File: config.mk
export PLATFORM = sky130hd
export DESIGN_NAME = checked_frame_receiver
export DESIGN_NICKNAME = d
export VERILOG_FILES = /design/src/sv/crf_pkg.sv /design/src/sv/checked_frame_receiver.sv
export VERILOG_INCLUDE_DIRS = /design/src /design/src/sv
export SDC_FILE = /design/constraint.sdc
export NUM_CORES = 1
export LEC_CHECK = 0
export ABC_AREA = 1
export BUFFER_PORTS_ARGS = -buffer_cell sky130_fd_sc_hd__buf_2
export CAP_MARGIN = 20
export CORE_MARGIN = 3
export CORE_UTILIZATION = 51
export CTS_CLUSTER_SIZE = 10
export DETAILED_ROUTE_END_ITERATION = 16
export PLACE_DENSITY_LB_ADDON = 0.15
export SLEW_MARGIN = 20
export SYNTH_ARGS = -nofsm -noshare
export SYNTH_HDL_FRONTEND = slang
export SYNTH_SLANG_ARGS = --single-unit
export TNS_END_PERCENT = 100
File: constraint.sdc
create_clock -name clk -period 3.4 [get_ports clk]
set_input_delay 0.17 -clock clk [delete_from_list [all_inputs] [get_ports clk]]
set_output_delay 0.17 -clock clk [all_outputs]
set_load 0.005 [all_outputs]
File: src/sv/checked_frame_receiver_assert.svh
// ---------------------------------------------------------------------------
// checked_frame_receiver_assert.svh
// assertion macros for the frame receiver
// ---------------------------------------------------------------------------
`ifndef CHECKED_FRAME_RECEIVER_ASSERT_SVH
`define CHECKED_FRAME_RECEIVER_ASSERT_SVH

// clocked assertion, off during reset
`define CRF_ASSERT(label, prop, msg) \
  label: assert property (@(posedge clk) disable iff (rst) (prop)) else $error(msg);

// clocked assertion, checked during reset too
`define CRF_ASSERT_ALWAYS(label, prop, msg) \
  label: assert property (@(posedge clk) (prop)) else $error(msg);

`endif

File: src/sv/crf_pkg.sv
// ---------------------------------------------------------------------------
// crf_pkg
// types and constants of the checked frame receiver
// ---------------------------------------------------------------------------
package crf_pkg;

  localparam int MAX_FRAME_DEF = 24;

  localparam logic [1:0] CMD_START = 2'd0;
  localparam logic [1:0] CMD_BYTE  = 2'd1;
  localparam logic [1:0] CMD_TICK  = 2'd2;

  localparam logic [1:0] ST_OK      = 2'd0;
  localparam logic [1:0] ST_TIMEOUT = 2'd1;
  localparam logic [1:0] ST_BADHDR  = 2'd2;
  localparam logic [1:0] ST_BADSUM  = 2'd3;

  localparam logic KIND_BODY   = 1'b0;
  localparam logic KIND_STATUS = 1'b1;

  localparam int          FRAME_OVERHEAD = 3;
  localparam logic [12:0] TIMEOUT_RESET  = 13'd4150;
  localparam logic [12:0] IDLE_MAX       = 13'h1fff;

  localparam logic [0:0] REG_TIMEOUT = 1'b0;

  typedef struct packed {
    logic       kind;
    logic [7:0] body_byte;
    logic [4:0] body_index;
    logic [1:0] status;
    logic       last;
  } result_t;

endpackage

File: src/sv/checked_frame_receiver.sv
// ---------------------------------------------------------------------------
// checked_frame_receiver
// checks one header/length/body/checksum frame, passes out a status and its body bytes
// ---------------------------------------------------------------------------
//  channel | signals                                      | direction
//  in      | in_valid, in_stall, command, expected_header, | into block
//          | expected_length, data_byte                   |
//  out     | out_valid, out_stall, kind, body_byte,        | out of block
//          | body_index, status, last                     |
//  cfg     | psel, penable, pwrite, paddr, pwdata,         | apb register port
//          | prdata, pready                               |
//
//  one item per cycle while in_stall is low; its result is registered
//  the frame state updates in the cycle of the transfer, in a single pass
//  an output register plus one skid entry: in_stall rises only when both hold
//  a result
//  rst is synchronous; it clears the frame state and loads timeout_ticks 4150
// ---------------------------------------------------------------------------
`include "checked_frame_receiver_assert.svh"

module checked_frame_receiver
  import crf_pkg::*;
#(
  parameter int MAX_FRAME = MAX_FRAME_DEF
) (
  input  logic        clk,
  input  logic        rst,
  input  logic        in_valid,
  output logic        in_stall,
  input  logic [1:0]  command,
  input  logic [7:0]  expected_header,
  input  logic [4:0]  expected_length,
  input  logic [7:0]  data_byte,
  output logic        out_valid,
  input  logic        out_stall,
  output logic        kind,
  output logic [7:0]  body_byte,
  output logic [4:0]  body_index,
  output logic [1:0]  status,
  output logic        last,
  input  logic        psel,
  input  logic        penable,
  input  logic        pwrite,
  input  logic [2:0]  paddr,
  input  logic [31:0] pwdata,
  output logic [31:0] prdata,
  output logic        pready
);

  localparam int BW = $clog2(MAX_FRAME);
  localparam int CW = 7;

  logic [12:0]   timeout_ticks;
  logic          armed, armed_next;
  logic [7:0]    want_header, want_header_next;
  logic [4:0]    want_length, want_length_next;
  logic [BW-1:0] bytes_seen, bytes_seen_next;
  logic [7:0]    running_sum, running_sum_next;
  logic          header_bad, header_bad_next;
  logic [12:0]   idle_count, idle_count_next;

  logic          res_valid;
  result_t       res;
  logic          accept;
  logic          take;
  logic [CW-1:0] total;
  logic [CW-1:0] seen_ext;
  logic [CW-1:0] start_total;
  logic [CW-1:0] body_pos;
  logic [12:0]   idle_inc;

  logic          skid_valid;
  result_t       out_data, skid_data;

  // configuration
  assign pready = 1'b1;
  assign prdata = (paddr[2] == REG_TIMEOUT) ? {19'd0, timeout_ticks} : 32'd0;

  always_ff @(posedge clk) begin
    if (rst) begin
      timeout_ticks <= TIMEOUT_RESET;
    end else if (psel && penable && pwrite && pready && paddr[2] == REG_TIMEOUT) begin
      timeout_ticks <= pwdata[12:0];
    end
  end

  // frame logic
  assign accept      = in_valid && !in_stall;
  assign take        = out_valid && !out_stall;
  assign total       = CW'(want_length) + CW'(FRAME_OVERHEAD);
  assign seen_ext    = CW'(bytes_seen);
  assign start_total = CW'(expected_length) + CW'(FRAME_OVERHEAD);
  assign body_pos    = seen_ext - CW'(2);
  assign idle_inc    = (idle_count < IDLE_MAX) ? idle_count + 13'd1 : idle_count;

  always_comb begin
    armed_next       = armed;
    want_header_next = want_header;
    want_length_next = want_length;
    bytes_seen_next  = bytes_seen;
    running_sum_next = running_sum;
    header_bad_next  = header_bad;
    idle_count_next  = idle_count;
    res_valid        = 1'b0;
    res              = '0;
    unique case (command)
      CMD_START: begin
        bytes_seen_next  = '0;
        running_sum_next = '0;
        header_bad_next  = 1'b0;
        idle_count_next  = '0;
        want_header_next = expected_header;
        want_length_next = expected_length;
        if (start_total > CW'(MAX_FRAME)) begin
          armed_next = 1'b0;
          res_valid  = 1'b1;
          res.kind   = KIND_STATUS;
          res.status = ST_BADHDR;
          res.last   = 1'b1;
        end else begin
          armed_next = 1'b1;
        end
      end
      CMD_BYTE: begin
        if (armed) begin
          idle_count_next = '0;
          priority if (seen_ext + CW'(1) >= total) begin
            armed_next      = 1'b0;
            bytes_seen_next = '0;
            res_valid       = 1'b1;
            res.kind        = KIND_STATUS;
            res.last        = 1'b1;
            if (header_bad) begin
              res.status = ST_BADHDR;
            end else if (running_sum != data_byte) begin
              res.status = ST_BADSUM;
            end else begin
              res.status = ST_OK;
            end
          end else begin
            running_sum_next = running_sum + data_byte;
            bytes_seen_next  = bytes_seen + BW'(1);
            if (bytes_seen == '0) begin
              if (data_byte != want_header) begin
                header_bad_next = 1'b1;
              end
            end else if (bytes_seen == BW'(1)) begin
              if (data_byte[4:0] != want_length || data_byte[7:5] != 3'd0) begin
                header_bad_next = 1'b1;
              end
            end else begin
              res_valid      = 1'b1;
              res.kind       = KIND_BODY;
              res.body_byte  = data_byte;
              res.body_index = body_pos[4:0];
            end
          end
        end
      end
      CMD_TICK: begin
        if (armed) begin
          idle_count_next = idle_inc;
          if (idle_inc >= timeout_ticks) begin
            armed_next      = 1'b0;
            bytes_seen_next = '0;
            res_valid       = 1'b1;
            res.kind        = KIND_STATUS;
            res.status      = ST_TIMEOUT;
            res.last        = 1'b1;
          end
        end
      end
      default: begin
      end
    endcase
  end

  always_ff @(posedge clk) begin
    if (rst) begin
      armed       <= 1'b0;
      want_header <= '0;
      want_length <= '0;
      bytes_seen  <= '0;
      running_sum <= '0;
      header_bad  <= 1'b0;
      idle_count  <= '0;
    end else if (accept) begin
      armed       <= armed_next;
      want_header <= want_header_next;
      want_length <= want_length_next;
      bytes_seen  <= bytes_seen_next;
      running_sum <= running_sum_next;
      header_bad  <= header_bad_next;
      idle_count  <= idle_count_next;
    end
  end

  // output register and skid entry
  assign in_stall = skid_valid;

  always_ff @(posedge clk) begin
    if (rst) begin
      out_valid  <= 1'b0;
      skid_valid <= 1'b0;
    end else begin
      if (take && skid_valid) begin
        skid_valid <= 1'b0;
      end else if (accept && res_valid) begin
        if (!out_valid || take) begin
          out_valid <= 1'b1;
        end else begin
          skid_valid <= 1'b1;
        end
      end else if (take) begin
        out_valid <= 1'b0;
      end
    end
  end

  always_ff @(posedge clk) begin
    if (take && skid_valid) begin
      out_data <= skid_data;
    end else if (accept && res_valid) begin
      if (!out_valid || take) begin
        out_data <= res;
      end else begin
        skid_data <= res;
      end
    end
  end

  assign kind       = out_data.kind;
  assign body_byte  = out_data.body_byte;
  assign body_index = out_data.body_index;
  assign status     = out_data.status;
  assign last       = out_data.last;

  // checks
  `CRF_ASSERT(a_skid_behind_out, skid_valid |-> out_valid, "skid entry full with empty output")
  `CRF_ASSERT(a_idle_cleared, !armed |-> bytes_seen == '0, "byte count left over while unarmed")
  `CRF_ASSERT(a_count_in_frame, armed |-> seen_ext < total, "byte count past frame end")
  `CRF_ASSERT(a_status_last, out_valid && kind == KIND_STATUS |-> last, "status result without last")
  `CRF_ASSERT(a_stall_full, $rose(in_stall) |-> $past(out_valid && out_stall), "stall without a held result")

endmodule

======== Word level (Yosys, flattened, before mapping) ========
Cells that the tools add are included.
cells by class
  add/subtract/negate cells ............... 7
  order comparisons ....................... 4
  eq/ne operators ......................... 14
  muxes and demuxes ....................... 54
  bitwise operators ....................... 3
  reductions and logical operators ........ 31
operators by type and width
  cell                                                              count
  13-bit two-way mux                                                8
  17-bit two-way mux                                                4
  13-bit one-hot mux with 3 select lines                            1
  1-bit two-way mux                                                 22
  5-bit two-way mux                                                 4
  8-bit two-way mux                                                 2
  8-bit inequality test                                             2
  8-bit one-hot mux with 2 select lines                             1
  5-bit one-hot mux with 3 select lines                             1
  13-bit by 1-bit adder with 13-bit output (second input constant)  1
  13-bit greater-or-equal comparator                                1
  13-bit less-than comparator (second input constant)               1
  5-bit by 2-bit adder with 6-bit output (second input constant)    2
  2-bit inequality test (second input constant)                     5
  3-bit inequality test (second input constant)                     3
  1-bit one-hot mux with 3 select lines                             3
  3-bit one-hot mux with 3 select lines                             1
  8-bit adder                                                       1
  2-bit two-way mux                                                 4
  2-bit AND reduction                                               4
  4-bit AND reduction                                               2
  2-bit nonzero test                                                4
  1-bit logical AND                                                 7
  7-bit AND reduction                                               1
  other kinds (20)                                                  28
storage, ports and cells
  register bits after elaboration ......... 90
  output and inout port bits .............. 52
  logic and storage cells ................. 133

======== Longest topological paths before layout ========
Gate-level depths: netlist of the first run.
  depth in word-level cells ............... 9
  gate-level depth with buffers ........... 18
  gate-level depth less buffers ........... 17

======== Worst setup path after synthesis of the first run ========
OpenSTA, ideal clock, no wires.
  path kind ............................... flip-flop to flip-flop
  from .................................... register idle_count[0]
  to ...................................... register out_data (netlist bit body_byte[0]) (enable)
  library setup time ...................... 0.372 ns
  arrival time ............................ 2.483 ns
  slack ................................... 0.545 ns
  stages on the path, launching flop included .. 17
  path buffers ............................ 0
  cells stage by stage .................... dfxtp_1 -> ha_1 -> nand3_1 -> nand3b_1 -> nor2_1 -> nand3_1 -> nand2_1 -> nand3_1 -> ha_1 -> nand4_1 -> nor2_1 -> nand2_1 -> nand3_1 -> nand2_1 -> nand3_1 -> nand3_1 -> nand2_1
on the way
  cells in the longest elaborated chain, start to end .. 9
RTL lines
  item                                                                                            line                           RTL
  from (decl)                                                                                     checked_frame_receiver.sv:60   logic [12:0] idle_count, idle_count_next;
  from (signal assigned)                                                                          checked_frame_receiver.sv:194  idle_count <= idle_count_next;
  13-bit by 1-bit adder with 13-bit output / 13-bit less-than comparator (equally long branches)  checked_frame_receiver.sv:94   assign idle_inc = (idle_count < IDLE_MAX) ? idle_count + 13'd1 : idle_count;
  13-bit two-way mux *                                                                            checked_frame_receiver.sv:94
  13-bit greater-or-equal comparator *                                                            checked_frame_receiver.sv:163  if (idle_inc >= timeout_ticks) begin
  1-bit two-way mux *                                                                             checked_frame_receiver.sv:163
  1-bit two-way mux *                                                                             checked_frame_receiver.sv:161  if (armed) begin
  1-bit one-hot mux with 3 select lines *                                                         checked_frame_receiver.sv:106  unique case (command)
  1-bit logical AND *                                                                             checked_frame_receiver.sv:223  end else if (accept && res_valid) begin
  2-bit nonzero test (no source line) *                                                           -
  2-bit AND reduction (no source line) *                                                          -
  to (signal assigned)                                                                            checked_frame_receiver.sv:222  out_data <= skid_data;
  to (signal assigned)                                                                            checked_frame_receiver.sv:225  out_data <= res;
  to (decl)                                                                                       checked_frame_receiver.sv:73   result_t out_data, skid_data;
Mark *: on every way between the ends. The rest lies on a longest branch, timed or not.
A chain may end at the register's enable or synchronous reset.

======== Worst setup path after layout of the first run ========
  from .................................... register idle_count[3]
  to ...................................... register out_data (netlist bit body_byte[4]) (enable)
The elaborated chain is that of the path after synthesis.

==> run summary, run 1 <==
cts hold-fix bufs: 0
Final nets: 857
VDD IR max: 0.171 mV
status: finished clean
Pwr Total: 2080 uW
sequential power share: 54.1%
Distinct cells, synth: 42
Max Clk Rate: 328 MHz
GRT Total Usage: 20.9%
# clock sinks: 88
post-DP HPWL: 8710 um
FFs w/ async S/R, synth: 0%
RSZ-0062 raised after global routing: no
Lkg Pwr: 0.00266 uW
Root Driver: clkbuf_8
maximum clock path buffer count: 2
clk slew on worst S/H paths: 90 ps
final hold viol count: 0
input/output buffers: 75
synth top area cells: dfxtp_1 22%, edfxtp_1 18%, nand2_1 12%
Worst Setup SP: idle_count[3]
Die Wd: 107 um
# diodes: 0
Die H: 107 um
post-synth design cell area: 5200 um^2
pin count of the biggest net entering global routing: 32
die footprint: 11,400 um^2
Slew HR: 39.2%
Hold Worst Slack: 9.19 ps
Setup TNS: 0 ps
Arr. time, crit path: 3120 ps
setup bufs post-CTS: 0
commonest non-fill, non-tap cell in the layout: nand2_1
Clk pwr share: 33.1%
maxcap violations: 0
Worst Skew: 9.83 ps
Vias/cell: 5.10
Startpoint Class: flop
initial antenna violation count: 0
RR Startpoint: idle_count[3]
Resized cells post-CTS: 0
most frequent cells in the layout: 161 x nand2_1, 88 x inv_1, 75 x buf_2
Yosys reg bits: 88
first-pass GRT wire length: 19,400 um
TritonCTS clock tree: built
syn avg cell area: 7.58 um^2
Non-Filler Instances: 892
vias in the first global route: 4,353
worst-path fanout max: 16
core area: 9860 um^2
power share of the combinational group: 12.7%
Num CTS Buffers: 9
P_sw: 602 uW
cell-internal power: 1480 uW
gr ovfl total: 0
synthesized instance count: 686
H-tree Lvls: 3
EDFF count, synth: 32
top_reg_cell synth: dfxtp_1
drt wl/cell: 12.9 um
TritonRoute pass-1 iters: 5
Critical Path RT: 3470 ps
max-slew violations: 0
Switching Share: 28.9%
Synth area leader: dfxtp_1
layout cells sized above 1: 14.8%
hold crit path type: input port to flop
num rows: 36
final setup fails: 0
placed insts: 876
DR iter-0 viols: 168
register area share after synthesis: 40.0%
gpl congestion: 0.833
crit end category: flop
Synth-to-Final Area Change: 11.2%
Clk Latency, worst-skew pair: 380 ps
Remaining DRCs: 0
top cell type's share of synthesized area: 21.6%
cell area power density: 360 nW/um^2
CP Class: flop to flop
hold_sp: pwdata[12]
Tmin final: 3050 ps
Starting Density: 52.7%
via count: 4,545
total wire length: 11,500 um
Worst-Margin Slew: 908 ps
crit share post-route: 89.7%
post-route antenna net violation count: 0
Yosys warning count: 0
I/O pin count: 117
-- worst max-delay path, cell delays in order (launching register included) --
cell     delay, ps
dfxtp_1        460
nand2_1        140
nor2_1         140
nand3_1        150
nor3_2         210
nand2_1        100
o21a_2         220
ha_1           290
nand4_1        120
nor2_1         120
nand2_1         80
nand3_1         90
nand2_1         90
nand3_1        100
nand3_1        110
nand2_1         80
buf_4          240
-- synth_stat cells (4+ instances only) --
library cell and count:
a21oi_1 60, a31oi_1 6, buf_4 21, clkbuf_1 15, dfxtp_1 56, edfxtp_1 32
ha_1 37, inv_1 88, nand2_1 161, nand2_2 6, nand3_1 34, nand4_1 13
nor2_1 60, nor3_1 5, o211ai_1 6, o21ai_0 32, o21ai_2 4, o22ai_1 4
xnor2_1 8, xor2_1 11
-- metrics by stage --
stage	utilization (%)	cell area [um^2]	worst slack [ps]
floorplan	-	5270	545
global placement	56.7	5600	323
detailed placement	56.7	5600	274
CTS	58.5	5780	249
global route	58.6	5780	17.2
finish	58.6	5780	352
-- per-layer routing --
layer  track usage (%)  vias up  wire length, um  share of wire (%)
li1                  -     2344                -                  -
met1              25.1     2065             4970                 43
met2              37.4      114             5740                 50
met3              3.49       22              545                4.7
met4              8.04        0              243                2.1
met5                 0        -                0                  0
-- cells by family after synthesis --
family | Yosys count | synth area share, %
other | 2 | 0.144
and+or+nand+nor | 289 | 23.5
AOI/OAI and AO/OA | 121 | 12.8
buffers and inverters | 129 | 11.0
adders and majority gates | 38 | 9.29
xor gates and xnor gates | 19 | 3.20
DFF | 88 | 40.0
-- state kept, by name, summed over array words and instances (netlist names) --
name / flops
skid_data: 16
idle_count: 13
timeout_ticks: 13
body_byte: 8
running_sum: 8
want_header: 8
body_index: 5
bytes_seen: 5
want_length: 5
status: 2
armed: 1
header_bad: 1
in_stall: 1
kind: 1
out_valid: 1
-- layout make-up --
cell class	instances	area [um^2]
flip-flops and latches	88	2080
clock inverters	7	55.1
fillers	937	4080
multi-input cells	487	2620
repair buffers	78	398
clock buffers	9	124
well taps	133	166
inverters	90	338
-- path summary, 6_finish.rpt --
check / end / slack, ps / cells after the start
setup / recovery: body_byte[4] / 350 / 16
hold / removal: timeout_ticks[12] / 9 / 3
setup reg to reg: body_byte[4] / 350 / 16
hold reg to reg: running_sum[0] / 470 / 2
-- power by group through the flow --
stage | sequential, uW | clock (uW) | combinational (uW)
finish | 1130 | 690 | 265
global route | 1130 | 735 | 307
CTS | 1130 | 703 | 265
detailed placement | 1150 | 0 | 264
global placement | 1150 | 0 | 258
floorplan | 1150 | 0 | 194
Note: power is estimated with default switching activity, not from simulation.
==> inputs of run 2 (changes only) <==
--- a/config.mk
+++ b/config.mk
@@ -15,4 +15,5 @@
 export DETAILED_ROUTE_END_ITERATION = 16
 export PLACE_DENSITY_LB_ADDON = 0.15
+export REMOVE_ABC_BUFFERS = 1
 export SLEW_MARGIN = 20
 export SYNTH_ARGS = -nofsm -noshare
==> constraint.sdc (replaced) <==
create_clock -name clk -period 3.4 [get_ports clk]
set_input_delay 0.17 -clock clk [delete_from_list [all_inputs] [get_ports clk]]
set_output_delay 0.17 -clock clk [all_outputs]
set_load 0.05 [all_outputs]
==> run summary, run 2 (synthesized netlist as in run 1, its figures left out) <==
status: finished clean
num rows: 36 (unchanged)
hold crit path type: input port to flop
max reg flops: 16 (unchanged)
first-pass GRT wire length: 18,800 um (-3.4%)
worst-path fanout max: 16 (unchanged)
Switching Share: 31.2% (+2.2 points)
total wire length: 11,300 um (-1.6%)
max-slew violations: 0 (unchanged)
top flop regs: skid_data: 16 flops, idle_count: 13 flops, timeout_ticks: 13 flops
Tmin final: 3060 ps (+11.7 ps)
Lkg Pwr: 0.00266 uW (-0.12%)
hold_sp: pwdata[5]
I/O pin count: 117 (unchanged)
Synth-to-Final Area Change: 11.3%
Worst-Margin Slew: 909 ps (+0.956 ps)
Worst Skew: 21.1 ps (+11.2 ps)
largest reg by FF count: skid_data
Startpoint Class: flop
sequential power share: 52.5% (-1.6 points)
# diodes: 0 (unchanged)
DR iter-0 viols: 252 (+50%)
crit share post-route: 90.0% (+0.34 points)
drt wl/cell: 12.7 um (-1.7%)
Remaining DRCs: 0 (unchanged)
Die Wd: 107 um (unchanged)
P_sw: 669 uW (+11%)
placed insts: 877 (+0.11%)
pin count of the biggest net entering global routing: 32 (unchanged)
VDD IR max: 0.170 mV (about the same)
TritonCTS clock tree: built
post-route antenna net violation count: 0 (unchanged)
commonest non-fill, non-tap cell in the layout: nand2_1
RR Startpoint: idle_count[0]
vias in the first global route: 4,176 (-4.1%)
most frequent cells in the layout: 161 x nand2_1, 88 x inv_1, 75 x buf_2
Arr. time, crit path: 3110 ps (about the same)
Final Cell Area: 5790 um^2 (+0.11%)
Worst Setup SP: idle_count[0]
TritonRoute pass-1 iters: 5 (unchanged)
initial antenna violation count: 0 (unchanged)
input/output buffers: 75 (unchanged)
Critical Path RT: 3450 ps (-20 ps)
Clk pwr share: 31.4% (-1.7 points)
cell-internal power: 1480 uW (-0.12%)
maxcap violations: 0 (unchanged)
Vias/cell: 5.05 (-0.79%)
Root Driver: clkbuf_8
Die H: 107 um (unchanged)
core area: 9860 um^2 (unchanged)
post-DP HPWL: 8700 um (-0.16%)
power share of the combinational group: 16.1% (+3.4 points)
Slew HR: 39.2% (-0.064 points)
Num CTS Buffers: 9 (unchanged)
Non-Filler Instances: 893 (+0.11%)
crit end category: flop
H-tree Lvls: 3 (unchanged)
cell area power density: 371 nW/um^2 (+3.0%)
# clock sinks: 88 (unchanged)
Starting Density: 52.7% (unchanged)
RSZ-0062 raised after global routing: no
final hold viol count: 0 (unchanged)
final setup fails: 0 (unchanged)
die footprint: 11,400 um^2 (unchanged)
gr ovfl total: 0 (unchanged)
GRT Total Usage: 20.2% (-0.74 points)
maximum clock path buffer count: 2 (unchanged)
layout cells sized above 1: 14.7% (-0.019 points)
CP Class: flop to flop
cts hold-fix bufs: 0 (unchanged)
gpl congestion: 0.904 (+8.5%)
Final nets: 858 (+0.12%)
Placed Area: 5600 um^2 (+0.13%)
Clk Latency, worst-skew pair: 370 ps (about the same)
clk slew on worst S/H paths: 100 ps (about the same)
Hold Worst Slack: 22.8 ps (+13.7 ps)
Setup TNS: 0 ps (unchanged)
r2r setup slk: 340 ps (about the same)
Max Clk Rate: 327 MHz (-0.38%)
via count: 4,514 (-0.68%)
post-layout util: 58.7% (+0.063 points)
[run 2: changes by cell type in the layout (fill, tap and decap cells not counted), sizes merged]
cell | previous run | this run
buf | 78 | 79
clkinvlp | 1 | 2
inv | 92 | 91
[run 2: layout make-up]
class                   instances  area [um^2]
clock buffers                   9          124
well taps                     133          166
flip-flops and latches         88         2080
repair buffers                 79          405
fillers                       931         4080
inverters                      90          338
multi-input cells             487         2620
clock inverters                 7         53.8
[run 2: per-layer routing]
layer	vias to the layer above	part of all wire (%)	global-route usage, %
li1	2346	-	-
met1	2051	47	27.1
met2	101	48	33.9
met3	16	4.1	3.01
met4	0	1.4	5.75
met5	-	0	0
[run 2: power groups by stage]
stage                     sequential, uW  clock, uW  combinational, uW
after floorplan                     1160          0                232
after global placement              1150          0                337
after detailed placement            1150          0                344
after CTS                           1130        691                346
after global routing                1130        724                386
final                               1130        674                347
[run 2: worst paths after layout]
kind	end	depth (start not counted)
min	timeout_ticks[5]	3
max	skid_data[4]	17
min reg2reg	running_sum[3]	2
max reg2reg	skid_data[4]	17
[run 2: critical path, stage by stage, from the launching register on]
cell	delay [ps]
dfxtp_1	390
ha_1	230
nand3_1	90
nand3b_1	210
nor2_2	170
nand3_1	90
nand2_1	70
nand3_1	110
ha_1	330
nand4_1	130
nor2_1	120
nand2_1	80
nand3_1	80
nand2_1	90
nand3_1	120
nand3_1	110
inv_1	80
buf_4	230
[run 2: metrics by stage]
| step | total power [uW] | worst slack (ps) |
|---|---|---|
| after global routing | 2240 | 36.5 |
| final | 2150 | 340 |
| after CTS | 2160 | 243 |
| after global placement | 1490 | 346 |
| after detailed placement | 1490 | 279 |
| after floorplan | 1400 | 472 |
[run 2: what timing repair did]
| item | CTS | global route |
|---|---|---|
| hold endpoints to repair | 0 | 0 |
| setup buffers | 0 | 0 |
| setup endpoints to repair | 0 | 26 |
| resized for setup | 0 | 2 |
==> inputs of run 3 (changes only) <==
==> constraint.sdc (replaced) <==
create_clock -name clk -period 3.4 [get_ports clk]
set_input_delay 0.34 -clock clk [delete_from_list [all_inputs] [get_ports clk]]
set_output_delay 0.34 -clock clk [all_outputs]
set_load 0.05 [all_outputs]
==> run summary, run 3 (synthesized netlist as in run 1, its figures left out) <==
RR Startpoint: idle_count[0]
Min-Delay Endpoint: timeout_ticks[1]
maxcap violations: 0 (unchanged)
pin count of the biggest net entering global routing: 32 (unchanged)
die footprint: 11,400 um^2 (unchanged)
CP Class: flop to flop
Worst-Margin Slew: 857 ps (-52.1 ps)
Setup TNS: 0 ps (unchanged)
Num CTS Buffers: 9 (unchanged)
Final nets: 858 (unchanged)
Remaining DRCs: 0 (unchanged)
via count: 4,477 (-0.82%)
crit end category: flop
cell area power density: 377 nW/um^2 (+1.6%)
clk slew on worst S/H paths: 80 ps (-20 ps)
input/output buffers: 75 (unchanged)
# fillers: 918 (-1.4%)
cts hold-fix bufs: 0 (unchanged)
I/O pin count: 117 (unchanged)
maximum clock path buffer count: 2 (unchanged)
setup bufs post-CTS: 0 (unchanged)
TritonCTS clock tree: built
top flop regs: skid_data: 16 flops, idle_count: 13 flops, timeout_ticks: 13 flops
Starting Density: 52.7% (unchanged)
max reg flops: 16 (unchanged)
TritonRoute pass-1 iters: 5 (unchanged)
Slew HR: 42.7% (+3.5 points)
# clock sinks: 88 (unchanged)
Startpoint Class: flop
Root Driver: clkbuf_8
Die Wd: 107 um (unchanged)
commonest non-fill, non-tap cell in the layout: nand2_1
max-slew violations: 0 (unchanged)
# diodes: 0 (unchanged)
Setup WS post-layout: 286 ps (-53.8 ps)
Resized cells post-CTS: 0 (unchanged)
total wire length: 11,200 um (-1.1%)
final hold viol count: 0 (unchanged)
hold path cells: 3 (unchanged)
H-tree Lvls: 3 (unchanged)
crit share post-route: 91.6% (+1.6 points)
hold crit path type: input port to flop
worst-path fanout max: 16 (unchanged)
num rows: 36 (unchanged)
post-DP HPWL: 8720 um (+0.23%)
drt wl/cell: 12.5 um (-1.1%)
Tmin final: 3110 ps (+53.8 ps)
Post-Place Worst Slack: 292 ps (+12.7 ps)
DR iter-0 viols: 249 (-1.2%)
most frequent cells in the layout: 161 x nand2_1, 88 x inv_1, 75 x buf_2
post-route antenna net violation count: 0 (unchanged)
Placed Area: 5600 um^2 (unchanged)
Hold Worst Slack: 205 ps (+182 ps)
Vias/cell: 5.01 (-0.82%)
r2r setup slk: 290 ps (-50 ps)
VDD IR max: 0.171 mV (+0.49%)
status: finished clean
Final Cell Area: 5800 um^2 (+0.15%)
Multi-input gate area: 2620 um^2 (about the same)
Worst Skew: 13.4 ps (-7.70 ps)
register area: 2080 um^2 (unchanged)
Arr. time, crit path: 3170 ps (+60 ps)
Synth-to-Final Area Change: 11.5%
gr ovfl total: 0 (unchanged)
largest reg by FF count: skid_data
hold_sp: pwdata[1]
Max Clk Rate: 321 MHz (-1.7%)
RSZ-0062 raised after global routing: no
first-pass GRT wire length: 18,800 um (+0.29%)
vias in the first global route: 4,121 (-1.3%)
Die H: 107 um (unchanged)
Clk Latency, worst-skew pair: 360 ps (about the same)
r2r endpoint: body_index[2]
Lkg Pwr: 0.00267 uW (+0.52%)
GRT Total Usage: 20.4% (+0.21 points)
core area: 9860 um^2 (unchanged)
final setup fails: 0 (unchanged)
gpl congestion: 0.906 (+0.20%)
Critical Path RT: 3450 ps (about the same)
layout cells sized above 1: 14.5% (-0.26 points)
initial antenna violation count: 0 (unchanged)
Register-to-Register Path Depth: 17 (unchanged)
[run 3: critical path, cell delays in order (launching register included)]
cell and delay (ps):
dfxtp_1 390, ha_1 240, nand3_1 90, nand3b_1 200, nor2_1 210, nand3_1 100
nand2_1 70, nand3_1 110, ha_1 340, nand4_1 120, nor2_1 130, nand2_1 80
nand3_1 80, nand2_1 90, nand3_1 130, nand3_1 110, nand2_1 80, buf_4 230
[run 3: final cells by class]
class	count	share of cell area [%]
multi-input combinational	487	45.1
sequential	88	35.9
timing repair buffer	79	6.99
inverter	90	5.83
tap	133	2.87
clock buffer	10	2.20
clock inverter	6	1.06
[run 3: power breakdown]
group / internal [uW] / switching (uW) / total [uW]
Sequential: 1110 / 16.5 / 1130
Combinational: 96.6 / 250 / 346
Clock: 338 / 374 / 712
[run 3: worst max-delay path by stage]
stage	start	endpoint	cells after the start
5_1_grt	idle_count[0]	body_index[3]	17
4_1_cts	idle_count[2]	body_index[2]	18
3_5_place_dp	idle_count[2]	body_byte[5]	18
2_1_floorplan	idle_count[2]	body_byte[0]	17
3_3_place_gp	idle_count[2]	body_byte[5]	18
6_report	idle_count[0]	body_index[2]	17
[run 3: metrics by stage]
step | utilization, % | power, uW | std cells
after detailed placement | 56.8 | 1490 | 877
after global placement | 56.8 | 1490 | 877
after global routing | 58.8 | 2290 | 893
after CTS | 58.7 | 2200 | 893
final | 58.8 | 2180 | 893
after floorplan | - | 1400 | 665
[run 3: metal layers]
metal  up-vias  GRT usage (%)  part of all wire [%]
met4         0           5.75                   1.2
met1      2021           27.4                    48
met5         -              0                     0
met2       104           33.5                    46
met3        12           4.15                   4.9
li1       2340              -                     -
